<file path="src/tism_pkg.sv">
package tism_pkg;

    // Table geometry
    localparam int TABLE_DEPTH = 64;
    localparam int IDX_W       = $clog2(TABLE_DEPTH);
    localparam int CNT_W       = $clog2(TABLE_DEPTH + 1);

    // Word field widths
    localparam int COUNT_W       = 7;
    localparam int KIND_W        = 1;
    localparam int ENTRY_INDEX_W = 6;
    localparam int CONC_W        = 15;
    localparam int DENS_W        = 16;
    localparam int VOL_W         = 20;
    localparam int MASS_W        = 32;
    localparam int STATUS_W      = 2;

    // Arithmetic
    localparam int VD_W              = VOL_W + DENS_W;
    localparam int MASS_PROD_W       = VD_W + CONC_W;
    localparam int MASS_SHIFT        = 16;
    localparam int PERCENT_SCALE     = 100;
    localparam int DIV_NUM_W         = 36;
    localparam int DIV_DEN_W         = 16;
    localparam int DIV_BITS_PER_STEP = 2;
    localparam int DIV_STEPS         = DIV_NUM_W / DIV_BITS_PER_STEP;
    localparam int DIV_CNT_W         = $clog2(DIV_STEPS + 1);

    // Command queue
    localparam int QUEUE_DEPTH = 2;
    localparam int QPTR_W      = (QUEUE_DEPTH > 1) ? $clog2(QUEUE_DEPTH) : 1;
    localparam int QCNT_W      = $clog2(QUEUE_DEPTH + 1);

    // Register port
    localparam int PADDR_W = 3;
    localparam int PDATA_W = 32;
    localparam logic [PADDR_W-3:0] REG_TABLE_COUNT = '0;

    // Input kind codes
    localparam logic [KIND_W-1:0] KIND_WRITE = 1'b0;
    localparam logic [KIND_W-1:0] KIND_QUERY = 1'b1;

    // Result status codes
    localparam logic [STATUS_W-1:0] ST_OK      = 2'd0;
    localparam logic [STATUS_W-1:0] ST_RANGE   = 2'd1;
    localparam logic [STATUS_W-1:0] ST_WRITTEN = 2'd2;

    typedef enum logic [1:0] {
        CMD_WRITE,
        CMD_SKIP_WRITE,
        CMD_QUERY,
        CMD_EMPTY
    } cmd_kind_t;

    typedef struct packed {
        cmd_kind_t           kind;
        logic                empty_hit;
        logic [IDX_W-1:0]    idx;
        logic [CONC_W-1:0]   conc;
        logic [DENS_W-1:0]   dens;
        logic [CONC_W-1:0]   tgt;
        logic [VOL_W-1:0]    vol;
        logic [CNT_W-1:0]    n;
    } cmd_t;

    typedef struct packed {
        logic                 start;
        logic [DIV_NUM_W-1:0] num;
        logic [DIV_DEN_W-1:0] den;
    } div_req_t;

    typedef struct packed {
        logic                 busy;
        logic                 done;
        logic [DIV_NUM_W-1:0] quot;
    } div_rsp_t;

    typedef enum logic [2:0] {
        BK_IDLE,
        BK_SCAN,
        BK_INT_MUL,
        BK_INT_WAIT,
        BK_VD_MUL,
        BK_T_MUL,
        BK_MASS_WAIT,
        BK_DONE
    } back_state_t;

endpackage

</file>
<file path="src/tism_if.sv">
interface tism_in_if;
    import tism_pkg::*;

    logic                     valid;
    logic                     ready;
    logic [KIND_W-1:0]        kind;
    logic [ENTRY_INDEX_W-1:0] entry_index;
    logic [CONC_W-1:0]        entry_conc;
    logic [DENS_W-1:0]        entry_density;
    logic [CONC_W-1:0]        target_conc;
    logic [VOL_W-1:0]         volume;

    modport source (
        output valid, kind, entry_index, entry_conc, entry_density, target_conc, volume,
        input  ready
    );

    modport sink (
        input  valid, kind, entry_index, entry_conc, entry_density, target_conc, volume,
        output ready
    );
endinterface


</file>
<file path="src/tism_front.sv">
module tism_front
    import tism_pkg::*;
(
    tism_in_if.sink             req,
    input  logic [COUNT_W-1:0]  table_count,
    input  logic                q_full,
    output logic                push,
    output cmd_t                cmd
);

    logic [CNT_W-1:0] n;
    logic             in_range;

    always_comb
    begin
        req.ready = !q_full;
        push      = req.valid && !q_full;

        // clamp the scan length to the table depth
        if (32'(table_count) > 32'(TABLE_DEPTH))
        begin
            n = CNT_W'(TABLE_DEPTH);
        end
        else
        begin
            n = CNT_W'(table_count);
        end

        in_range = 32'(req.entry_index) < 32'(TABLE_DEPTH);

        cmd.idx       = IDX_W'(req.entry_index);
        cmd.conc      = req.entry_conc;
        cmd.dens      = req.entry_density;
        cmd.tgt       = req.target_conc;
        cmd.vol       = req.volume;
        cmd.n         = n;
        cmd.empty_hit = (req.target_conc == '0);

        unique case (req.kind)
            KIND_WRITE:
            begin
                cmd.kind = in_range ? CMD_WRITE : CMD_SKIP_WRITE;
            end
            KIND_QUERY:
            begin
                // an empty table settles the query without a scan
                cmd.kind = (n == '0) ? CMD_EMPTY : CMD_QUERY;
            end
            default:
            begin
                cmd.kind = CMD_SKIP_WRITE;
            end
        endcase
    end

endmodule

</file>
<file path="src/flat_wrapper.sv">
// flat-port wrapper written by rule: the top's interface ports become plain ports
module tism_front_flat import tism_pkg::*;
  (table_count, q_full, push, cmd, req_valid, req_kind, req_entry_index, req_entry_conc, req_entry_density, req_target_conc, req_volume, req_ready);
  tism_in_if req_i ();
  input  logic [COUNT_W-1:0] table_count;
  input  logic q_full;
  output logic push;
  output cmd_t cmd;
  input wire logic [$bits(req_i.valid)-1:0] req_valid;
  input wire logic [$bits(req_i.kind)-1:0] req_kind;
  input wire logic [$bits(req_i.entry_index)-1:0] req_entry_index;
  input wire logic [$bits(req_i.entry_conc)-1:0] req_entry_conc;
  input wire logic [$bits(req_i.entry_density)-1:0] req_entry_density;
  input wire logic [$bits(req_i.target_conc)-1:0] req_target_conc;
  input wire logic [$bits(req_i.volume)-1:0] req_volume;
  output wire logic [$bits(req_i.ready)-1:0] req_ready;
  assign req_i.valid = req_valid;
  assign req_i.kind = req_kind;
  assign req_i.entry_index = req_entry_index;
  assign req_i.entry_conc = req_entry_conc;
  assign req_i.entry_density = req_entry_density;
  assign req_i.target_conc = req_target_conc;
  assign req_i.volume = req_volume;
  assign req_ready = req_i.ready;
  tism_front u_core (.req(req_i), .table_count(table_count), .q_full(q_full), .push(push), .cmd(cmd));
endmodule
</file>
<file path="config.mk">
export PLATFORM = sky130hd
export DESIGN_NAME = tism_front_flat
export DESIGN_NICKNAME = d
export VERILOG_FILES = /design/src/tism_pkg.sv /design/src/tism_if.sv /design/src/tism_front.sv /design/src/flat_wrapper.sv
export SDC_FILE = /design/constraint.sdc
export NUM_CORES = 1
export LEC_CHECK = 0
export ABC_CLOCK_PERIOD_IN_PS = 1400
export BUFFER_PORTS_ARGS = -buffer_cell sky130_fd_sc_hd__buf_2
export CORE_AREA = 2 2 65 67
export DETAILED_ROUTE_END_ITERATION = 12
export DIE_AREA = 0 0 67 69
export GPL_ROUTABILITY_DRIVEN = 0
export PLACE_DENSITY = 0.66
export SETUP_SLACK_MARGIN = 0.5
export SLEW_MARGIN = 15
export SYNTH_ARGS = -nofsm -noshare
export SYNTH_HDL_FRONTEND = slang
export SYNTH_SLANG_ARGS = --single-unit
</file>
<file path="constraint.sdc">
create_clock -name vclk -period 1.4
set_clock_uncertainty 0.2 [all_clocks]
set_input_delay 0.07 -clock vclk [all_inputs]
set_output_delay 0.07 -clock vclk [all_outputs]
set_load 0.02 [all_outputs]
</file>
# Word-level counts from Yosys, hierarchy flattened
# Cells that the tools add are included.
# Widths: inputs -> output; s select.
[word_totals] regBits=0 in_bits=82
[classes] bitwise=1 reduce_logical=4 magnitude_cmp=1 mux=3
[op_table] operator="$logic_not 15->1" count=1
[op_table] operator="$gt 7x7->1 const B" count=1
[op_table] operator="$logic_not 7->1" count=1
[op_table] operator="$mux 7" count=1
[op_table] operator="$pmux 2 s2" count=1
[op_table] operator="$logic_and 1x1->1" count=1
[op_table] operator="$logic_not 1->1" count=1
[op_table] operator="$mux 1" count=1
[op_table] operator="$not 1->1" count=1

# Logic depth before layout (Yosys ltp)
[depth] ltp_word=5 depth_mapped=2 mapped_depth_nobuf=2

# Least setup slack after synthesis
# Ideal clock, no wire load.
[synth_timing] path_type="input to output" from="input table_count[4]" to="output cmd[80] (netlist bit)" stages=2 required_ns=1.130 n_path_buf=0 slack_ns=0.505 arrival_ns=0.625 cell_sequence="nor4_1 and4b_1"
[synth_lines] item="from (decl)" line="flat_wrapper.sv:5" rtl="input logic [COUNT_W-1:0] table_count;"
[synth_lines] item="to (decl)" line="flat_wrapper.sv:8" rtl="output cmd_t cmd;"

==> impl_metrics.env <==
export IMPL_drt_pass1_iterations=2
export IMPL_worstMarginPinSlew_ns=0.248
export IMPL_syn_inst=90
export IMPL_track_usage=0.0817
export IMPL_maxCapViolCount=0
export IMPL_post_drt_wl_per_cell_microns=14.4
export IMPL_yosysTopAreaCellShare=0.822
export IMPL_n_antenna_cell=0
export IMPL_finalInstanceArea_sq_mm=0.00126
export IMPL_slew_headroom=0.835
export IMPL_final_common_cell="dlymetal6s4s_1"
export IMPL_cts_setup_buffers=0
export IMPL_arrival_ns=0.81
export IMPL_critPathMaxFanout=2
export IMPL_leakagePower_nw=1.03
export IMPL_ir_drop_mv=0.128
export IMPL_grt_pass1_vias=630
export IMPL_vias=660
export IMPL_drt_antenna_violating_nets=0
export IMPL_pwr_share_clk=0
export IMPL_final_cell_mix="57 x dlymetal6s4s_1, 42 x buf_2, 8 x buf_6"
export IMPL_seq_cell_count=0
export IMPL_drtIter0Drc=8
export IMPL_setup_viol=0
export IMPL_grt_max_degree=9
export IMPL_finalSetupTns_ns=0
export IMPL_ys_warn_count=0
export IMPL_start_util=0.170
export IMPL_n_fill_cell=395
export IMPL_multi_input_area_sq_um=156
export IMPL_fin_crit_sh=0.770
export IMPL_finalCriticalPeriod_ns=1.08
export IMPL_power_switching_w=0.000240
export IMPL_required_ns=1.13
export IMPL_pin_count=166
export IMPL_core_area_sq_mm=0.00391
export IMPL_switching_share=0.529
export IMPL_drive_gt1_frac=0.488
export IMPL_die_y_microns=69
export IMPL_synth_top_area_cell="buf_4"
export IMPL_dieArea_sq_mm=0.00462
export IMPL_drcViolationCount=0
export IMPL_place_hpwl_mm=1.51
export IMPL_routed_wl_mm=2.52
export IMPL_vias_per_cell=3.77
export IMPL_syn_cell_area_sq_um=667
export IMPL_critPathLaunchType="input pin"
export IMPL_ff_latch_area_sq_um=0
export IMPL_ys_top_cells_by_area="buf_4 82%, and2b_2 7.9%, nor4_1 3.8%"
export IMPL_synth_nets=172
export IMPL_final_max_slew_viol_count=0
export IMPL_hold_violations=0
export IMPL_pwr_share_seq=0
export IMPL_intPower_w=0.000213
export IMPL_die_w_microns=67
export IMPL_rsz0062_at_grt="yes"
export IMPL_ys_types=10
export IMPL_grt_pass1_wl_mm=2.98
export IMPL_fmax_mhz=928
export IMPL_ys_seq_area_frac=0
export IMPL_place_area_sq_um=438
export IMPL_port_buffers=52
export IMPL_hp_class="in -> out"
export IMPL_grt_overflow=0
export IMPL_clkbuf_count=0
export IMPL_nets=209
export IMPL_path_class="in -> out"
export IMPL_area_growth_pct=88.7
export IMPL_synth_avg_cell_area_sq_um=7.41
export IMPL_critPathCaptureType="primary output"
export IMPL_antenna_found_initial=1
export IMPL_num_rows=23
export IMPL_combPwrFrac=1.000
export IMPL_power_density_mw_per_mm2=360
export IMPL_outcome="complete, no violations"
-- cells by family after synthesis --
logic type / after synthesis / share of synthesized area
buf+inv: 75 / 0.833
simple gates: 15 / 0.167
-- power by group through the flow --
stage	clock, W	sequential [W]	combinational [W]
4_1_cts	0	0	0.000425
6_report	0	0	0.000453
2_1_floorplan	0	0	0.000339
5_1_grt	0	0	0.000473
3_3_place_gp	0	0	0.000150
3_5_place_dp	0	0	0.000149
-- cells in the mapped netlist --
library cell	count
nor2b_1	1
inv_1	1
nor4_1	4
and2b_2	6
and4_1	1
clkbuf_1	1
buf_4	73
nor2_1	1
nor3_1	1
and4b_1	1
-- worst max-delay path, stage by stage --
cell and delay, ns:
buf_6 0.10, nor4_4 0.26, and4b_1 0.25, buf_6 0.13
-- per-layer routing --
metal	up-vias	track usage	routed length, microns	part of all wire
met4	2	0	3	0.0012
met2	98	0.194	1490	0.59
met1	278	0.0610	642	0.25
met5	-	0	14	0.0055
li1	280	-	-	-
met3	2	0.0196	370	0.15
-- what timing repair did --
item / in CTS / in global routing
setup endpoints to repair: 2 / 59
hold endpoints to repair: 57 / 0
hold buffers: 57 / 0
pin swaps: 6 / 3
resized for setup: 17 / 60
-- per-stage QoR --
stage          cells  setup slack [ns]  hold WS (ns)  power (W)   util
4_1_cts          175             0.308         0.169   0.000425  0.283
2_1_floorplan     90             0.505        0.0166   0.000339      -
3_5_place_dp     118             0.228       -0.0599   0.000149  0.112
3_3_place_gp     118             0.248       -0.0599   0.000150  0.112
6_report         175             0.322         0.171   0.000453  0.322
5_1_grt          175             0.265         0.178   0.000473  0.322
-- layout make-up --
type,instances,area share
multi-input combinational,15,0.124
inverter,1,0.00298
timing repair buffer,109,0.823
tap,50,0.0497
-- final timing paths --
kind                  slack (ns)  endpoint  cells after the start                start
worst max-delay path        0.32   cmd[80]                      4       table_count[2]
worst min-delay path        0.17   cmd[39]                      2  req_target_conc[12]
No activity file was read; power rests on OpenSTA's default activity.
