### config.mk
export PLATFORM = sky130hd
export DESIGN_NAME = tism_fifo
export DESIGN_NICKNAME = d
export VERILOG_FILES = /design/src/tism_pkg.sv /design/src/tism_fifo.sv
export SDC_FILE = /design/constraint.sdc
export NUM_CORES = 1
export LEC_CHECK = 0
export ABC_AREA = 1
export BUFFER_PORTS_ARGS = -buffer_cell sky130_fd_sc_hd__clkbuf_2
export CAP_MARGIN = 5
export CORE_AREA = 2 2 131 133
export CTS_BUF_LIST = sky130_fd_sc_hd__clkbuf_4 sky130_fd_sc_hd__clkbuf_8
export DETAILED_ROUTE_END_ITERATION = 12
export DIE_AREA = 0 0 133 135
export PLACE_DENSITY = 0.67
export SETUP_SLACK_MARGIN = 0.4
export SLEW_MARGIN = 20
export SYNTH_ARGS = -nofsm -noshare
export SYNTH_HDL_FRONTEND = slang
export SYNTH_SLANG_ARGS = --single-unit
### constraint.sdc
create_clock -name clk -period 4.87 [get_ports clk]
set_input_delay 1.461 -clock clk [delete_from_list [all_inputs] [get_ports clk]]
set_output_delay 1.461 -clock clk [all_outputs]
set_load 0.05 [all_outputs]
### src/tism_pkg.sv
package tism_pkg;

    // Table geometry
    localparam int TABLE_DEPTH = 64;
    localparam int IDX_W       = $clog2(TABLE_DEPTH);
    localparam int CNT_W       = $clog2(TABLE_DEPTH + 1);

    // Word field widths
    localparam int COUNT_W       = 7;
    localparam int KIND_W        = 1;
    localparam int ENTRY_INDEX_W = 6;
    localparam int CONC_W        = 15;
    localparam int DENS_W        = 16;
    localparam int VOL_W         = 20;
    localparam int MASS_W        = 32;
    localparam int STATUS_W      = 2;

    // Arithmetic
    localparam int VD_W              = VOL_W + DENS_W;
    localparam int MASS_PROD_W       = VD_W + CONC_W;
    localparam int MASS_SHIFT        = 16;
    localparam int PERCENT_SCALE     = 100;
    localparam int DIV_NUM_W         = 36;
    localparam int DIV_DEN_W         = 16;
    localparam int DIV_BITS_PER_STEP = 2;
    localparam int DIV_STEPS         = DIV_NUM_W / DIV_BITS_PER_STEP;
    localparam int DIV_CNT_W         = $clog2(DIV_STEPS + 1);

    // Command queue
    localparam int QUEUE_DEPTH = 2;
    localparam int QPTR_W      = (QUEUE_DEPTH > 1) ? $clog2(QUEUE_DEPTH) : 1;
    localparam int QCNT_W      = $clog2(QUEUE_DEPTH + 1);

    // Register port
    localparam int PADDR_W = 3;
    localparam int PDATA_W = 32;
    localparam logic [PADDR_W-3:0] REG_TABLE_COUNT = '0;

    // Input kind codes
    localparam logic [KIND_W-1:0] KIND_WRITE = 1'b0;
    localparam logic [KIND_W-1:0] KIND_QUERY = 1'b1;

    // Result status codes
    localparam logic [STATUS_W-1:0] ST_OK      = 2'd0;
    localparam logic [STATUS_W-1:0] ST_RANGE   = 2'd1;
    localparam logic [STATUS_W-1:0] ST_WRITTEN = 2'd2;

    typedef enum logic [1:0] {
        CMD_WRITE,
        CMD_SKIP_WRITE,
        CMD_QUERY,
        CMD_EMPTY
    } cmd_kind_t;

    typedef struct packed {
        cmd_kind_t           kind;
        logic                empty_hit;
        logic [IDX_W-1:0]    idx;
        logic [CONC_W-1:0]   conc;
        logic [DENS_W-1:0]   dens;
        logic [CONC_W-1:0]   tgt;
        logic [VOL_W-1:0]    vol;
        logic [CNT_W-1:0]    n;
    } cmd_t;

    typedef struct packed {
        logic                 start;
        logic [DIV_NUM_W-1:0] num;
        logic [DIV_DEN_W-1:0] den;
    } div_req_t;

    typedef struct packed {
        logic                 busy;
        logic                 done;
        logic [DIV_NUM_W-1:0] quot;
    } div_rsp_t;

    typedef enum logic [2:0] {
        BK_IDLE,
        BK_SCAN,
        BK_INT_MUL,
        BK_INT_WAIT,
        BK_VD_MUL,
        BK_T_MUL,
        BK_MASS_WAIT,
        BK_DONE
    } back_state_t;

endpackage

### src/tism_fifo.sv
module tism_fifo
    import tism_pkg::*;
(
    input  logic clk,
    input  logic rst_n,
    input  logic push,
    input  cmd_t push_cmd,
    output logic full,
    input  logic pop,
    output cmd_t pop_cmd,
    output logic empty
);

    cmd_t              slot_reg [QUEUE_DEPTH];
    logic [QPTR_W-1:0] wr_ptr_reg, wr_ptr_next;
    logic [QPTR_W-1:0] rd_ptr_reg, rd_ptr_next;
    logic [QCNT_W-1:0] cnt_reg, cnt_next;

    function automatic logic [QPTR_W-1:0] ptr_inc(input logic [QPTR_W-1:0] p);
        ptr_inc = (p == QPTR_W'(QUEUE_DEPTH - 1)) ? '0 : p + QPTR_W'(1);
    endfunction

    always_comb
    begin
        full    = (cnt_reg == QCNT_W'(QUEUE_DEPTH));
        empty   = (cnt_reg == '0);
        pop_cmd = slot_reg[rd_ptr_reg];

        wr_ptr_next = push ? ptr_inc(wr_ptr_reg) : wr_ptr_reg;
        rd_ptr_next = pop ? ptr_inc(rd_ptr_reg) : rd_ptr_reg;
        cnt_next    = cnt_reg;
        if (push && !pop)
        begin
            cnt_next = cnt_reg + QCNT_W'(1);
        end
        else if (pop && !push)
        begin
            cnt_next = cnt_reg - QCNT_W'(1);
        end
    end

    always_ff @(posedge clk or negedge rst_n)
    begin
        if (!rst_n)
        begin
            wr_ptr_reg <= '0;
            rd_ptr_reg <= '0;
            cnt_reg    <= '0;
        end
        else
        begin
            wr_ptr_reg <= wr_ptr_next;
            rd_ptr_reg <= rd_ptr_next;
            cnt_reg    <= cnt_next;
        end
    end

    always_ff @(posedge clk)
    begin
        if (push)
        begin
            slot_reg[wr_ptr_reg] <= push_cmd;
        end
    end

endmodule

# Yosys cells after proc, flatten, opt, wreduce, memory -nomap -nowiden
# Memory sizes are Yosys's and may differ from the RTL's.
# Cells that the tools add are included.
[totals]
elab_cells = 21
out_inout_bits = 84
n_memories = 1
mem_bits_rw = 164
latchBits = 0
mem_bits_ro = 0
regBits = 4
inputBits = 86
[mem_list]
columns = ["memory", "depth", "width", "rd", "rd_clocked_by_memory_dff", "wr", "line", "rtl"]
rows = [
  ["slot_reg", 2, 82, 1, 0, 1, "tism_fifo.sv:14", "cmd_t slot_reg [QUEUE_DEPTH];"],
]
[op_classes]
mul = 0
add_sub_neg = 4
n_reduce_logical = 6
muxes = 6
shifts = 0
bitwise_logic = 0
n_lt_le_gt_ge = 0
n_div = 0
eq_ne = 1
[ops]
columns = ["operator", "n"]
rows = [
  ["$mux 1", 4],
  ["$mux 2", 2],
  ["$add 1x1->1 const B", 2],
  ["$add 2x1->2 const B", 1],
  ["$eq 2x2->1 const B", 1],
  ["$logic_and 1x1->1", 2],
  ["$logic_not 1->1", 2],
  ["$logic_not 2->1", 1],
  ["$reduce_bool 2->1", 1],
  ["$sub 2x1->2 const B", 1],
]

# Logic depth before layout (Yosys ltp)
[depth]
word_depth = 4
ltp_mapped = 7
depth_no_buf = 7

# Least setup slack after synthesis
# Ideal clock, no wire load.
[synth_path]
kind = "input-to-reg"
start = "input push"
end = "memory slot_reg[0][0] (netlist bit), enable pin"
slack_ns = -0.591
stages = 2
path_buffers = 0
setup_time_ns = 0.525
required_ns = 4.345
arrival_ns = 4.936
cell_sequence = "inv_1 nor2_1"
[synth_between]
elab_chain_len = 2
[synth_lines]
columns = ["element", "line", "rtl"]
rows = [
  ["start: declaration", "tism_fifo.sv:6", "input logic push,"],
  ["$mux 1", "tism_fifo.sv:60", "if (push)"],
  ["$mux 1 (implied by the code)", "tism_fifo.sv:62", "slot_reg[wr_ptr_reg] <= push_cmd;"],
  ["end: declaration", "tism_fifo.sv:14", ""],
]
# No other way between the ends.

==> impl_metrics.ini <==
[run_status]
outcome = complete, no violations

[logic_synthesis]
synth_warnings = 0
ys_ff_latch = 168
synth-edff-count = 164
syn_nets = 367
syn_avg_cell_area_sq_um = 23.1
synth_area_sq_um = 6470
yosys.area_share.simple_pct = 0.638
synthMuxAreaShare_pct = 18.3
synth_top_family_by_area = multiplexers
synth_async_sr_flop_share_pct = 2.38
ys_types = 15
synth_compound_area_share_pct = 0
yosys.area_share.adder_pct = 0.193
synthCells = 280
ys.flop_type = edfxtp_1
ys_seq_area_share_pct = 77.6
synthXorXnorAreaFrac_pct = 0.406

[power_and_ir_drop]
swShare_pct = 41.0
p_clk_share_pct = 18.0
ir_drop_uv = 342
netSwitchingPower_w = 0.00217
pwr-share-comb_pct = 42.1
p_leak_nw = 3.20
intPower_w = 0.00312
seq_power_share_pct = 39.9
cellPowerDensity_nw_per_um2 = 669

[timing]
slew_violations = 0
fin_tns_setup_ns = 0
hold_viol = 0
maxSlewHeadroom_pct = 33.0
fmaxAchievable_mhz = 254
tightest_slew_ns = 1.00
setup_viol = 0
rsz0062_at_grt = no
holdWs_ns = 0.511
fin_skew_ns = 0.0101
fin_crit_ns = 3.93
min_period_over_period_pct = 80.7

[clock_tree]
cts_tree = built
clk_pin_slew_worst_paths_ns = 0.08
cts_buffers = 17
h-tree-depth = 4
clkSinkCount = 168
post_cts_resized = 0
worstSkewPairLatency_ns = 0.44
cts-root-buf = clkbuf_8
post_cts_buffers = 0
cts_hold_buf = 0
max-clock-path-buffers = 2

[critical_path]
critPathKind = reg2out
path_max_fanout = 56
endpoint_kind = primary output
start_kind = register
required_ns = 3.41
worstPathArrival_ns = 2.47

[finish]
final_common_cell = clkbuf_2
final_layout_size_suffix_gt1_share_pct = 60.6
fill_cells = 1391
nets = 551
final_cell_mix = clkbuf_2, edfxtp_1, mux2_4
area_delta_synth_final_pct = 22.1
largest_reg_flops = 164

[route]
first_pass_iters = 4
via_count = 3137
wirelength_um = 11100
routedWlPerCell_um = 15.9
final_antenna_net_count = 0
vias_per_cell = 4.49
drtIter0Drc = 135
drc_errors = 0

[grt]
grt.met2_usage_pct = 22.4
met3_usage_pct = 4.88
grt_overflow_total = 0
grt_pass1_vias = 3441
busiest_layer = met2
grt_first_pass_wirelength_um = 17400
grt_antenna_before_repair = 1
grt_max_degree = 57
grtUsageTotal_pct = 13.0
gr-usage-met1_pct = 14.1

[die]
ios = 170
dieArea_sq_um = 18000
die_h_um = 135
die_w_um = 133
start_util_pct = 39.5
rows = 47
core-area_sq_um = 16400

[placed_design]
routabilityCongestion = 0.704
dp_hpwl_um = 7720
io_buffers = 169

[worst_hold_path]
holdCritPathClass = reg2reg

[flow_run]
cap_viol_max_count = 0
-- cell type report --
| class | instances | area [sq um] | share of cell area, % |
|---|---|---|---|
| Sequential cell | 168 | 5030 | 63.6 |
| Multi-Input combinational cell | 96 | 1270 | 16.1 |
| Inverter | 7 | 27.5 | 0.348 |
| Timing Repair Buffer | 174 | 908 | 11.5 |
| Clock buffer | 21 | 264 | 3.34 |
| Tap cell | 220 | 275 | 3.48 |
| Clock inverter | 11 | 124 | 1.57 |
| Antenna cell | 1 | 2.50 | 0.0317 |
-- cells in the mapped netlist, types with 2 or more instances --
cell type	n	share of area (%)
buf_12	7	2.2
dfrtp_1	4	1.5
edfxtp_1	164	76
inv_1	7	0.41
mux2_2	12	2.1
mux2_4	70	16
nand2_1	5	0.29
nor2_1	3	0.17
xor2_1	2	0.27
-- logic make-up (layout without fill, tap and decap cells) --
group,Yosys count,after routing
flops,168,168
other cells,0,1
simple gates,10,10
buf+inv,16,213
fa+ha+maj,1,1
xor+xnor,3,3
mux,82,82
-- critical path: stages (launching register included) --
cell      delay, ns
dfrtp_4        1.10
buf_12         0.33
mux2_4         0.34
clkbuf_2       0.24
-- final timing paths --
| kind | cells after the start | startpoint | slack (ns) | endpoint |
|---|---|---|---|---|
| min | 2 | cnt_reg[1] | 0.51 | cnt_reg[1] |
| max reg2reg | 3 | wr_ptr_reg | 3.06 | slot_reg[1][25] |
| min in group asynchronous | 1 | rst_n | 0.81 | cnt_reg[1] |
| max | 3 | rd_ptr_reg | 0.94 | pop_cmd[18] |
| min reg2reg | 2 | cnt_reg[1] | 0.51 | cnt_reg[1] |
| max in group asynchronous | 1 | rst_n | 3.92 | rd_ptr_reg |
-- power groups by stage --
stage	Combinational, W	Clock [W]	Sequential (W)
3_5_place_dp	0.00225	0	0.00215
5_1_grt	0.00233	0.00105	0.00215
6_report	0.00223	0.000952	0.00211
4_1_cts	0.00226	0.000995	0.00212
3_3_place_gp	0.00223	0	0.00213
2_1_floorplan	0.00204	0	0.00202
-- routing by layer --
| metal | share of wire, % | routed length [um] |
|---|---|---|
| met2 | 52 | 5740 |
| met1 | 39 | 4380 |
| met4 | 2.3 | 254 |
| met5 | 0 | 0 |
| met3 | 6.7 | 751 |
-- stage by stage --
step | total power [W] | area [sq um] | utilization, % | setup WS, ns | cells
3_5_place_dp | 0.00441 | 7510 | 45.8 | 1.37 | 665
3_3_place_gp | 0.00437 | 7510 | 45.8 | 1.38 | 665
4_1_cts | 0.00537 | 7900 | 48.2 | 0.857 | 697
6_report | 0.00529 | 7900 | 48.2 | 0.938 | 698
5_1_grt | 0.00553 | 7900 | 48.2 | 0.793 | 697
2_1_floorplan | 0.00406 | 6480 | - | 0.832 | 280
(Power assumes the default switching activity.)
