<file path="config.mk">
export PLATFORM = sky130hd
export DESIGN_NAME = tism_back_flat
export DESIGN_NICKNAME = d
export VERILOG_FILES = /design/src/tism_pkg.sv /design/src/tism_if.sv /design/src/tism_back.sv /design/src/flat_wrapper.sv
export SDC_FILE = /design/constraint.sdc
export NUM_CORES = 2
export LEC_CHECK = 0
export ABC_AREA = 1
export BUFFER_PORTS_ARGS = -buffer_cell sky130_fd_sc_hd__clkbuf_2
export CAP_MARGIN = 0
export CORE_MARGIN = 10
export CORE_UTILIZATION = 40
export DETAILED_ROUTE_END_ITERATION = 16
export GPL_TIMING_DRIVEN = 0
export PLACE_DENSITY = 0.6
export SYNTH_ARGS = -nofsm -noshare
export SYNTH_HDL_FRONTEND = slang
export SYNTH_SLANG_ARGS = --single-unit
</file>
<file path="constraint.sdc">
create_clock -name clk -period 7.8 [get_ports clk]
set_clock_uncertainty 0.15 [all_clocks]
set_input_delay 0.39 -clock clk [delete_from_list [all_inputs] [get_ports clk]]
set_output_delay 0.39 -clock clk [all_outputs]
set_load 0.02 [all_outputs]
</file>
<file path="src/tism_pkg.sv">
package tism_pkg;

    // Table geometry
    localparam int TABLE_DEPTH = 64;
    localparam int IDX_W       = $clog2(TABLE_DEPTH);
    localparam int CNT_W       = $clog2(TABLE_DEPTH + 1);

    // Word field widths
    localparam int COUNT_W       = 7;
    localparam int KIND_W        = 1;
    localparam int ENTRY_INDEX_W = 6;
    localparam int CONC_W        = 15;
    localparam int DENS_W        = 16;
    localparam int VOL_W         = 20;
    localparam int MASS_W        = 32;
    localparam int STATUS_W      = 2;

    // Arithmetic
    localparam int VD_W              = VOL_W + DENS_W;
    localparam int MASS_PROD_W       = VD_W + CONC_W;
    localparam int MASS_SHIFT        = 16;
    localparam int PERCENT_SCALE     = 100;
    localparam int DIV_NUM_W         = 36;
    localparam int DIV_DEN_W         = 16;
    localparam int DIV_BITS_PER_STEP = 2;
    localparam int DIV_STEPS         = DIV_NUM_W / DIV_BITS_PER_STEP;
    localparam int DIV_CNT_W         = $clog2(DIV_STEPS + 1);

    // Command queue
    localparam int QUEUE_DEPTH = 2;
    localparam int QPTR_W      = (QUEUE_DEPTH > 1) ? $clog2(QUEUE_DEPTH) : 1;
    localparam int QCNT_W      = $clog2(QUEUE_DEPTH + 1);

    // Register port
    localparam int PADDR_W = 3;
    localparam int PDATA_W = 32;
    localparam logic [PADDR_W-3:0] REG_TABLE_COUNT = '0;

    // Input kind codes
    localparam logic [KIND_W-1:0] KIND_WRITE = 1'b0;
    localparam logic [KIND_W-1:0] KIND_QUERY = 1'b1;

    // Result status codes
    localparam logic [STATUS_W-1:0] ST_OK      = 2'd0;
    localparam logic [STATUS_W-1:0] ST_RANGE   = 2'd1;
    localparam logic [STATUS_W-1:0] ST_WRITTEN = 2'd2;

    typedef enum logic [1:0] {
        CMD_WRITE,
        CMD_SKIP_WRITE,
        CMD_QUERY,
        CMD_EMPTY
    } cmd_kind_t;

    typedef struct packed {
        cmd_kind_t           kind;
        logic                empty_hit;
        logic [IDX_W-1:0]    idx;
        logic [CONC_W-1:0]   conc;
        logic [DENS_W-1:0]   dens;
        logic [CONC_W-1:0]   tgt;
        logic [VOL_W-1:0]    vol;
        logic [CNT_W-1:0]    n;
    } cmd_t;

    typedef struct packed {
        logic                 start;
        logic [DIV_NUM_W-1:0] num;
        logic [DIV_DEN_W-1:0] den;
    } div_req_t;

    typedef struct packed {
        logic                 busy;
        logic                 done;
        logic [DIV_NUM_W-1:0] quot;
    } div_rsp_t;

    typedef enum logic [2:0] {
        BK_IDLE,
        BK_SCAN,
        BK_INT_MUL,
        BK_INT_WAIT,
        BK_VD_MUL,
        BK_T_MUL,
        BK_MASS_WAIT,
        BK_DONE
    } back_state_t;

endpackage

</file>
<file path="src/tism_if.sv">


interface tism_out_if;
    import tism_pkg::*;

    logic                valid;
    logic                ready;
    logic [MASS_W-1:0]   solute_mass;
    logic [DENS_W-1:0]   density_found;
    logic [STATUS_W-1:0] status;

    modport source (
        output valid, solute_mass, density_found, status,
        input  ready
    );

    modport sink (
        input  valid, solute_mass, density_found, status,
        output ready
    );
endinterface

</file>
<file path="src/tism_back.sv">
module tism_back
    import tism_pkg::*;
(
    input  logic     clk,
    input  logic     rst_n,
    input  logic     q_empty,
    input  cmd_t     q_cmd,
    output logic     pop,
    output div_req_t div_req,
    input  div_rsp_t div_rsp,
    tism_out_if.source rsp
);

    logic [CONC_W-1:0] conc_mem [TABLE_DEPTH];
    logic [DENS_W-1:0] dens_mem [TABLE_DEPTH];
    logic [CONC_W-1:0] rd_conc_reg;
    logic [DENS_W-1:0] rd_dens_reg;
    logic              mem_we;
    logic              rd_en;
    logic [IDX_W-1:0]  rd_addr;

    back_state_t         state_reg, state_next;
    cmd_t                cmd_reg, cmd_next;
    logic [CNT_W-1:0]    issue_reg, issue_next;
    logic [CNT_W-1:0]    eval_reg, eval_next;
    logic                rd_valid_reg, rd_valid_next;
    logic [CONC_W-1:0]   c_prev_reg, c_prev_next;
    logic [DENS_W-1:0]   d_prev_reg, d_prev_next;
    logic [CONC_W-1:0]   c_ent_reg, c_ent_next;
    logic [DENS_W-1:0]   d_ent_reg, d_ent_next;
    logic [DENS_W-1:0]   dens_reg, dens_next;
    logic [VD_W-1:0]     vd_reg, vd_next;
    logic [MASS_W-1:0]   res_mass_reg, res_mass_next;
    logic [DENS_W-1:0]   res_dens_reg, res_dens_next;
    logic [STATUS_W-1:0] res_status_reg, res_status_next;
    logic                out_valid_reg, out_valid_next;
    logic [MASS_W-1:0]   out_mass_reg, out_mass_next;
    logic [DENS_W-1:0]   out_dens_reg, out_dens_next;
    logic [STATUS_W-1:0] out_status_reg, out_status_next;

    logic [CONC_W-1:0]                  dc;
    logic [CONC_W-1:0]                  span;
    logic [DENS_W:0]                    dd;
    logic [DENS_W-1:0]                  dd_mag;
    logic [CONC_W+DENS_W-1:0]           int_prod;
    logic [MASS_PROD_W-1:0]             mass_prod;
    logic [MASS_PROD_W-MASS_SHIFT-1:0]  mass_num;
    logic [DENS_W-1:0]                  q_dens;
    logic                               hit_exact;
    logic                               hit_seg;
    logic                               load_out;

    always_comb
    begin
        dc       = cmd_reg.tgt - c_prev_reg;
        span     = c_ent_reg - c_prev_reg;
        dd       = {1'b0, d_ent_reg} - {1'b0, d_prev_reg};
        dd_mag   = dd[DENS_W] ? DENS_W'(-dd) : dd[DENS_W-1:0];
        int_prod = (CONC_W+DENS_W)'(dc) * (CONC_W+DENS_W)'(dd_mag);
        mass_prod = MASS_PROD_W'(vd_reg) * MASS_PROD_W'(cmd_reg.tgt);
        mass_num  = mass_prod[MASS_PROD_W-1:MASS_SHIFT];
        q_dens    = div_rsp.quot[DENS_W-1:0];

        hit_exact = (rd_conc_reg == cmd_reg.tgt);
        hit_seg   = (cmd_reg.tgt > c_prev_reg) && (cmd_reg.tgt < rd_conc_reg);

        state_next      = state_reg;
        cmd_next        = cmd_reg;
        issue_next      = issue_reg;
        eval_next       = eval_reg;
        rd_valid_next   = 1'b0;
        c_prev_next     = c_prev_reg;
        d_prev_next     = d_prev_reg;
        c_ent_next      = c_ent_reg;
        d_ent_next      = d_ent_reg;
        dens_next       = dens_reg;
        vd_next         = vd_reg;
        res_mass_next   = res_mass_reg;
        res_dens_next   = res_dens_reg;
        res_status_next = res_status_reg;
        pop             = 1'b0;
        mem_we          = 1'b0;
        rd_en           = 1'b0;
        rd_addr         = issue_reg[IDX_W-1:0];
        div_req.start   = 1'b0;
        div_req.num     = DIV_NUM_W'(int_prod);
        div_req.den     = DIV_DEN_W'(span);
        load_out        = 1'b0;

        unique case (state_reg)
            BK_IDLE:
            begin
                if (!q_empty)
                begin
                    pop           = 1'b1;
                    cmd_next      = q_cmd;
                    res_mass_next = '0;
                    res_dens_next = '0;
                    unique case (q_cmd.kind)
                        CMD_WRITE:
                        begin
                            mem_we          = 1'b1;
                            res_status_next = ST_WRITTEN;
                            state_next      = BK_DONE;
                        end
                        CMD_SKIP_WRITE:
                        begin
                            res_status_next = ST_WRITTEN;
                            state_next      = BK_DONE;
                        end
                        CMD_EMPTY:
                        begin
                            res_status_next = q_cmd.empty_hit ? ST_OK : ST_RANGE;
                            state_next      = BK_DONE;
                        end
                        CMD_QUERY:
                        begin
                            issue_next  = '0;
                            eval_next   = '0;
                            c_prev_next = '0;
                            d_prev_next = '0;
                            state_next  = BK_SCAN;
                        end
                        default:
                        begin
                            state_next = BK_IDLE;
                        end
                    endcase
                end
            end

            BK_SCAN:
            begin
                // prefetch one entry ahead of the compare
                rd_en = (issue_reg < cmd_reg.n);
                if (rd_en)
                begin
                    issue_next = issue_reg + CNT_W'(1);
                end
                rd_valid_next = rd_en;
                if (rd_valid_reg)
                begin
                    if (hit_exact)
                    begin
                        dens_next     = rd_dens_reg;
                        rd_valid_next = 1'b0;
                        state_next    = BK_VD_MUL;
                    end
                    else if (hit_seg)
                    begin
                        c_ent_next    = rd_conc_reg;
                        d_ent_next    = rd_dens_reg;
                        rd_valid_next = 1'b0;
                        state_next    = BK_INT_MUL;
                    end
                    else
                    begin
                        c_prev_next = rd_conc_reg;
                        d_prev_next = rd_dens_reg;
                        eval_next   = eval_reg + CNT_W'(1);
                        if (eval_reg == cmd_reg.n - CNT_W'(1))
                        begin
                            res_mass_next   = '0;
                            res_dens_next   = '0;
                            res_status_next = ST_RANGE;
                            rd_valid_next   = 1'b0;
                            state_next      = BK_DONE;
                        end
                    end
                end
            end

            BK_INT_MUL:
            begin
                div_req.start = 1'b1;
                state_next    = BK_INT_WAIT;
            end

            BK_INT_WAIT:
            begin
                if (div_rsp.done)
                begin
                    // quotient magnitude stays below |dd|, so no wrap either way
                    dens_next  = dd[DENS_W] ? d_prev_reg - q_dens : d_prev_reg + q_dens;
                    state_next = BK_VD_MUL;
                end
            end

            BK_VD_MUL:
            begin
                vd_next    = VD_W'(cmd_reg.vol) * VD_W'(dens_reg);
                state_next = BK_T_MUL;
            end

            BK_T_MUL:
            begin
                div_req.start = 1'b1;
                div_req.num   = DIV_NUM_W'(mass_num);
                div_req.den   = DIV_DEN_W'(PERCENT_SCALE);
                state_next    = BK_MASS_WAIT;
            end

            BK_MASS_WAIT:
            begin
                if (div_rsp.done)
                begin
                    if (|div_rsp.quot[DIV_NUM_W-1:MASS_W])
                    begin
                        res_mass_next = '1;
                    end
                    else
                    begin
                        res_mass_next = div_rsp.quot[MASS_W-1:0];
                    end
                    res_dens_next   = dens_reg;
                    res_status_next = ST_OK;
                    state_next      = BK_DONE;
                end
            end

            BK_DONE:
            begin
                if (!out_valid_reg || rsp.ready)
                begin
                    load_out   = 1'b1;
                    state_next = BK_IDLE;
                end
            end

            default:
            begin
                state_next = BK_IDLE;
            end
        endcase

        out_mass_next   = out_mass_reg;
        out_dens_next   = out_dens_reg;
        out_status_next = out_status_reg;
        if (load_out)
        begin
            out_valid_next  = 1'b1;
            out_mass_next   = res_mass_reg;
            out_dens_next   = res_dens_reg;
            out_status_next = res_status_reg;
        end
        else if (rsp.ready)
        begin
            out_valid_next = 1'b0;
        end
        else
        begin
            out_valid_next = out_valid_reg;
        end

        rsp.valid         = out_valid_reg;
        rsp.solute_mass   = out_mass_reg;
        rsp.density_found = out_dens_reg;
        rsp.status        = out_status_reg;
    end

    always_ff @(posedge clk or negedge rst_n)
    begin
        if (!rst_n)
        begin
            state_reg     <= BK_IDLE;
            issue_reg     <= '0;
            eval_reg      <= '0;
            rd_valid_reg  <= 1'b0;
            out_valid_reg <= 1'b0;
        end
        else
        begin
            state_reg     <= state_next;
            issue_reg     <= issue_next;
            eval_reg      <= eval_next;
            rd_valid_reg  <= rd_valid_next;
            out_valid_reg <= out_valid_next;
        end
    end

    always_ff @(posedge clk)
    begin
        cmd_reg        <= cmd_next;
        c_prev_reg     <= c_prev_next;
        d_prev_reg     <= d_prev_next;
        c_ent_reg      <= c_ent_next;
        d_ent_reg      <= d_ent_next;
        dens_reg       <= dens_next;
        vd_reg         <= vd_next;
        res_mass_reg   <= res_mass_next;
        res_dens_reg   <= res_dens_next;
        res_status_reg <= res_status_next;
        out_mass_reg   <= out_mass_next;
        out_dens_reg   <= out_dens_next;
        out_status_reg <= out_status_next;
    end

    always_ff @(posedge clk)
    begin
        if (mem_we)
        begin
            conc_mem[q_cmd.idx] <= q_cmd.conc;
            dens_mem[q_cmd.idx] <= q_cmd.dens;
        end
        if (rd_en)
        begin
            rd_conc_reg <= conc_mem[rd_addr];
            rd_dens_reg <= dens_mem[rd_addr];
        end
    end

`ifndef SYNTHESIS
    a_span_positive: assert property (@(posedge clk) disable iff (!rst_n)
        state_reg == BK_INT_MUL |-> c_ent_reg > c_prev_reg)
        else $error("interpolation span not positive");

    a_div_idle_on_start: assert property (@(posedge clk) disable iff (!rst_n)
        div_req.start |-> !div_rsp.busy)
        else $error("divider started while busy");

    a_scan_in_bounds: assert property (@(posedge clk) disable iff (!rst_n)
        (state_reg == BK_SCAN && rd_valid_reg) |-> eval_reg < cmd_reg.n)
        else $error("scan compared past the table length");

    a_no_overwrite: assert property (@(posedge clk) disable iff (!rst_n)
        (out_valid_reg && !rsp.ready) |=> (out_valid_reg && $stable(out_mass_reg)))
        else $error("waiting result overwritten");
`endif

endmodule

</file>
<file path="src/flat_wrapper.sv">
// flat-port wrapper written by rule: the top's interface ports become plain ports
module tism_back_flat import tism_pkg::*;
  (clk, rst_n, q_empty, q_cmd, pop, div_req, div_rsp, rsp_valid, rsp_solute_mass, rsp_density_found, rsp_status, rsp_ready);
  tism_out_if rsp_i ();
  input  logic clk;
  input  logic rst_n;
  input  logic q_empty;
  input  cmd_t q_cmd;
  output logic pop;
  output div_req_t div_req;
  input  div_rsp_t div_rsp;
  output wire logic [$bits(rsp_i.valid)-1:0] rsp_valid;
  output wire logic [$bits(rsp_i.solute_mass)-1:0] rsp_solute_mass;
  output wire logic [$bits(rsp_i.density_found)-1:0] rsp_density_found;
  output wire logic [$bits(rsp_i.status)-1:0] rsp_status;
  input wire logic [$bits(rsp_i.ready)-1:0] rsp_ready;
  assign rsp_valid = rsp_i.valid;
  assign rsp_solute_mass = rsp_i.solute_mass;
  assign rsp_density_found = rsp_i.density_found;
  assign rsp_status = rsp_i.status;
  assign rsp_i.ready = rsp_ready;
  tism_back u_core (.clk(clk), .rst_n(rst_n), .q_empty(q_empty), .q_cmd(q_cmd), .pop(pop), .div_req(div_req), .div_rsp(div_rsp), .rsp(rsp_i));
endmodule
</file>
# Word level (Yosys, flattened, before mapping)
# Memories as Yosys holds them, arrays and structs flattened. A register that Yosys moved wholly into a read port is not among the register bits.
# Cells that the tools add are included.
# word_totals
register_bits,275
output_inout_bits,105
word_cells,164
input_bits,124
ramBits,1984
n_memories,2
# classes
n_addsub,9
muxes,79
mul,3
n_lt_le_gt_ge,3
eq_ne,25
bitwise_logic,2
reduce_logical,21
# memory_table
memory,words,word_bits,read_ports,rd_clocked_by_memory_dff,wr,line,rtl
u_core.dens_mem,64,16,1,1,1,tism_back.sv:15,logic [DENS_W-1:0] dens_mem [TABLE_DEPTH];
u_core.conc_mem,64,15,1,1,1,tism_back.sv:14,logic [CONC_W-1:0] conc_mem [TABLE_DEPTH];
# op_table
cell,n
$mux W16,16
$mux W32,7
$pmux W32 S3,1
$mux W15,5
$pmux W16 S2,2
$mul A36 B15 Y51,1
$mux W51,1
$pmux W16 S3,1
$mux W7,6
$mul A20 B16 Y36,1
$mul A15 B16 Y31,1
$pmux W15 S2,1
$sub A15 B15 Y15,2
$pmux W7 S2,2
$mux W3,8
$pmux W3 S8,1
$mux W1,19
$sub A16 B16 Y17,1
$add A16 B16 Y16,1
$neg A16 Y16,1
$sub A16 B16 Y16,1
$eq A15 B15 Y1,1
$gt A15 B15 Y1,1
$lt A15 B15 Y1,1
other kinds (33),60

# Longest topological paths before layout
# depth
ltp_word,7
ltp_mapped,42
ltp_nobuf,41

# Least setup slack after synthesis
# Ideal clock, no wire load.
# synth_path
path_type,register -> output
start,register u_core.d_prev_reg[0]
end,output port div_req[41] (netlist bit)
n_path_buf,1
required_ns,7.260
t_arrival_ns,7.272
setup_slack_ns,-0.012
stages_incl_launch_ff,39
path_cell_list,edfxtp_1 > ha_1 > inv_1 > fa_1 > inv_1 > nand2_1 > a21oi_1 > nand3_1 > nor2_1 > nand3_2 > nor2_2 > nor2_1 > or2_0 > buf_2 > nand2_4 > nor2_1 > fa_1 > inv_1 > [... 3 more ...] > inv_1 > fa_1 > inv_1 > fa_1 > inv_1 > fa_1 > inv_1 > ha_1 > nand2_1 > nor2_1 > nand3_1 > nand3_1 > nand2_1 > o21ai_0 > nand2_1 > nand2_1 > nor2_1 > o21ai_0
# synth_lines
element,line,rtl
"start, declared",tism_back.sv:28,"logic [DENS_W-1:0] d_prev_reg, d_prev_next;"
"start signal, assigned",tism_back.sv:285,d_prev_reg <= d_prev_next;
"end, declared",flat_wrapper.sv:10,output div_req_t div_req;

==> summary.txt <==
status: complete, but fails checks
failing checks: max-capacitance violations, max-slew violations, negative setup slack
worst path required time: 7260 ps
vias in the first global route: 93900
die span in x: 586 um
WL per Instance: 28.5 um
Fillers: 29200
CTS buffer count: 237
PortBufs: 225
Worst-path clk slew: 110 ps
Starting Density: 0.402
ranking of synthesized cells by area: edfxtp_1 53%, fa_1 14%, nand2_1 5.4%, o21ai_0 4.7%, inv_1 4.5%
Layout area overhead: 17.8%
max reg flops: 1024
Final Hold Viols: 0
Post-synth EDFFs: 2271
Nets: 14100
Die Area: 0.344 mm^2
top cell type's share of synthesized area: 0.532
via count: 98100
routability cong.: 0.982
number of H-tree levels: 4
initial antenna violation count: 52
FF/Latch Area: 0.0687 mm^2
leading register cell type out of synthesis: edfxtp_1
Worst-Margin Slew: 1600 ps
slowest CP cell: fa_1
Syn Area/Cell: 10.8 um^2
Initial DRT Pass Iterations: 9
Root Driver: clkbuf_16
path type of the worst min-delay path: primary input to register
CTS tree: done
wirelength, routed: 486 mm
hpwl dp: 354 mm
final core occ: 0.474
Max-Cap Viols: 3
RSZ-0062 raised after global routing: yes
Mapped Cells: 11800
area leader, netlist: edfxtp_1
Slew Limit Headroom: -0.0693
max incr delay on CP: 530 ps
startpoint types: register
worst setup margin: -1070 ps
largest net degree at the start of global routing: 65
Ports: 229
f_max: 113 MHz
Congestion Overflow GR: 0
Netlist Area Pre-Place: 0.128 mm^2
#FFs+latches synth: 2290
# rows: 207
gr usage total: 0.273
post-synthesis sequential area ratio: 0.536
Iter 0 DRT Violations: 13700
Commonest cells post-synth: 2271 x edfxtp_1, 1831 x nand2_1, 1539 x inv_1
Worst Setup Path Type: register to output port
Worst-Skew Late Latency: 1040 ps
Die Span Y: 586 um
Worst setup EP type: output port
Ys Warns: 0
Final period util: 1.14
count leader, synth: edfxtp_1
number of clock sinks: 2290
share of layout cells above drive strength 1: 0.126
worst slack, placed: -2160 ps
CP max FO: 10
Setup Viol. Count Final: 24
Final Slew Violations: 34
Max Buffers Root-to-Sink: 4
Post-synth ARST share: 0.00830
routed vias/inst: 5.74
multi-input logic area: 0.0543 mm^2
antenna viol nets, final: 0
first-pass GRT wire length: 680 mm
core area: 0.319 mm^2
Top cell by count, worst path: fa_1
Yosys cell types: 58
post-detailed-route DRC marker count: 0
clock period minus worst slack: 8870 ps
Worst Path Arrival: 8330 ps
==> placed cells by master (no fill, tap or decap), drive strengths merged, types with 77 or more instances in the layout <==
cell type,netlist,routed
nor2,1463,1463
nand3,393,394
clkbuf,509,956
buf,121,444
dlygate4sd3,0,117
o22ai,299,299
edfxtp,2271,2271
fa,873,873
nand2,1850,1850
nand4,77,77
ha,401,401
a21oi,281,281
o21ai,1203,1203
inv,1551,1554
clkinv,2,107
o221ai,197,197
==> cells by family (layout without fill, tap and decap cells) <==
| logic type | Yosys count | count (layout) | synth area share |
|---|---|---|---|
| compound gates | 2124 | 2124 | 0.0947 |
| xor+xnor | 112 | 112 | 0.00800 |
| fa+ha+maj | 1274 | 1274 | 0.175 |
| buf+inv | 2183 | 3212 | 0.0654 |
| flops | 2290 | 2290 | 0.536 |
| other cells | 1 | 18 | 0.0000292 |
| simple gates | 3863 | 3864 | 0.121 |
==> routing by layer <==
layer	up-vias	track usage	part of all wire
li1	41700	-	-
met1	48900	0.359	0.37
met2	6180	0.419	0.44
met3	1235	0.0738	0.13
met4	20	0.136	0.063
met5	-	0	0.00033
==> layout make-up <==
cell class,instances,area share
Inverter,1553,0.0389
Clock inverter,142,0.00858
Multi-Input combinational cell,7376,0.360
Sequential cell,2290,0.455
Buffer,627,0.0204
Antenna cell,16,0.000265
Clock buffer,279,0.0409
Tap cell,4180,0.0346
Timing Repair Buffer,611,0.0421
==> timing repair <==
action                                  CTS  global route
endpoints found under the setup margin   35            34
buffers inserted                         93            71
hold endpoints to repair                698           114
gates cloned                              0             2
hold buffers                            112             5
resized for setup                       589           447
pin swaps                               119           165
==> final timing paths <==
path	startpoint	to	slack [ps]	cells past startpoint
max	u_core.d_ent_reg[1]	div_req[41]	-1070	38
min	q_cmd[80]	u_core.state_reg[1]	20	7
max reg2reg	u_core.cmd_reg[18]	u_core.vd_reg[34]	560	22
min reg2reg	u_core.rd_dens_reg[1]	u_core.d_ent_reg[1]	200	0
max in group asynchronous	rst_n	u_core.state_reg[2]	6190	3
min in group asynchronous	rst_n	u_core.eval_reg[3]	690	3
==> through the flow <==
| step | TNS (ps) | hold WS (ps) | instances | instance area [um^2] |
|---|---|---|---|---|
| final | -20140 | 19.2 | 17100 | 151000 |
| after global routing | -26870 | 30.4 | 17100 | 151000 |
| after CTS | -21040 | 8.00 | 17000 | 149000 |
| after detailed placement | -43450 | 255 | 16400 | 137000 |
| after global placement | -4211710 | 250 | 16300 | 135000 |
| after floorplan | 0 | -55.6 | 11800 | 128000 |
==> worst max-delay path: cells and delay by family, from the launching register on <==
| family | cells | cell delay [ps] |
|---|---|---|
| buffers and inverters | 10 | 830 |
| DFF | 1 | 440 |
| adders and majority gates | 8 | 3720 |
| and+or+nand+nor | 17 | 1720 |
| AOI/OAI and AO/OA | 3 | 530 |
Power is left out: the tool's default activity adds up to more than one toggle a clock period on the data nets, which glitch-free logic cannot reach.
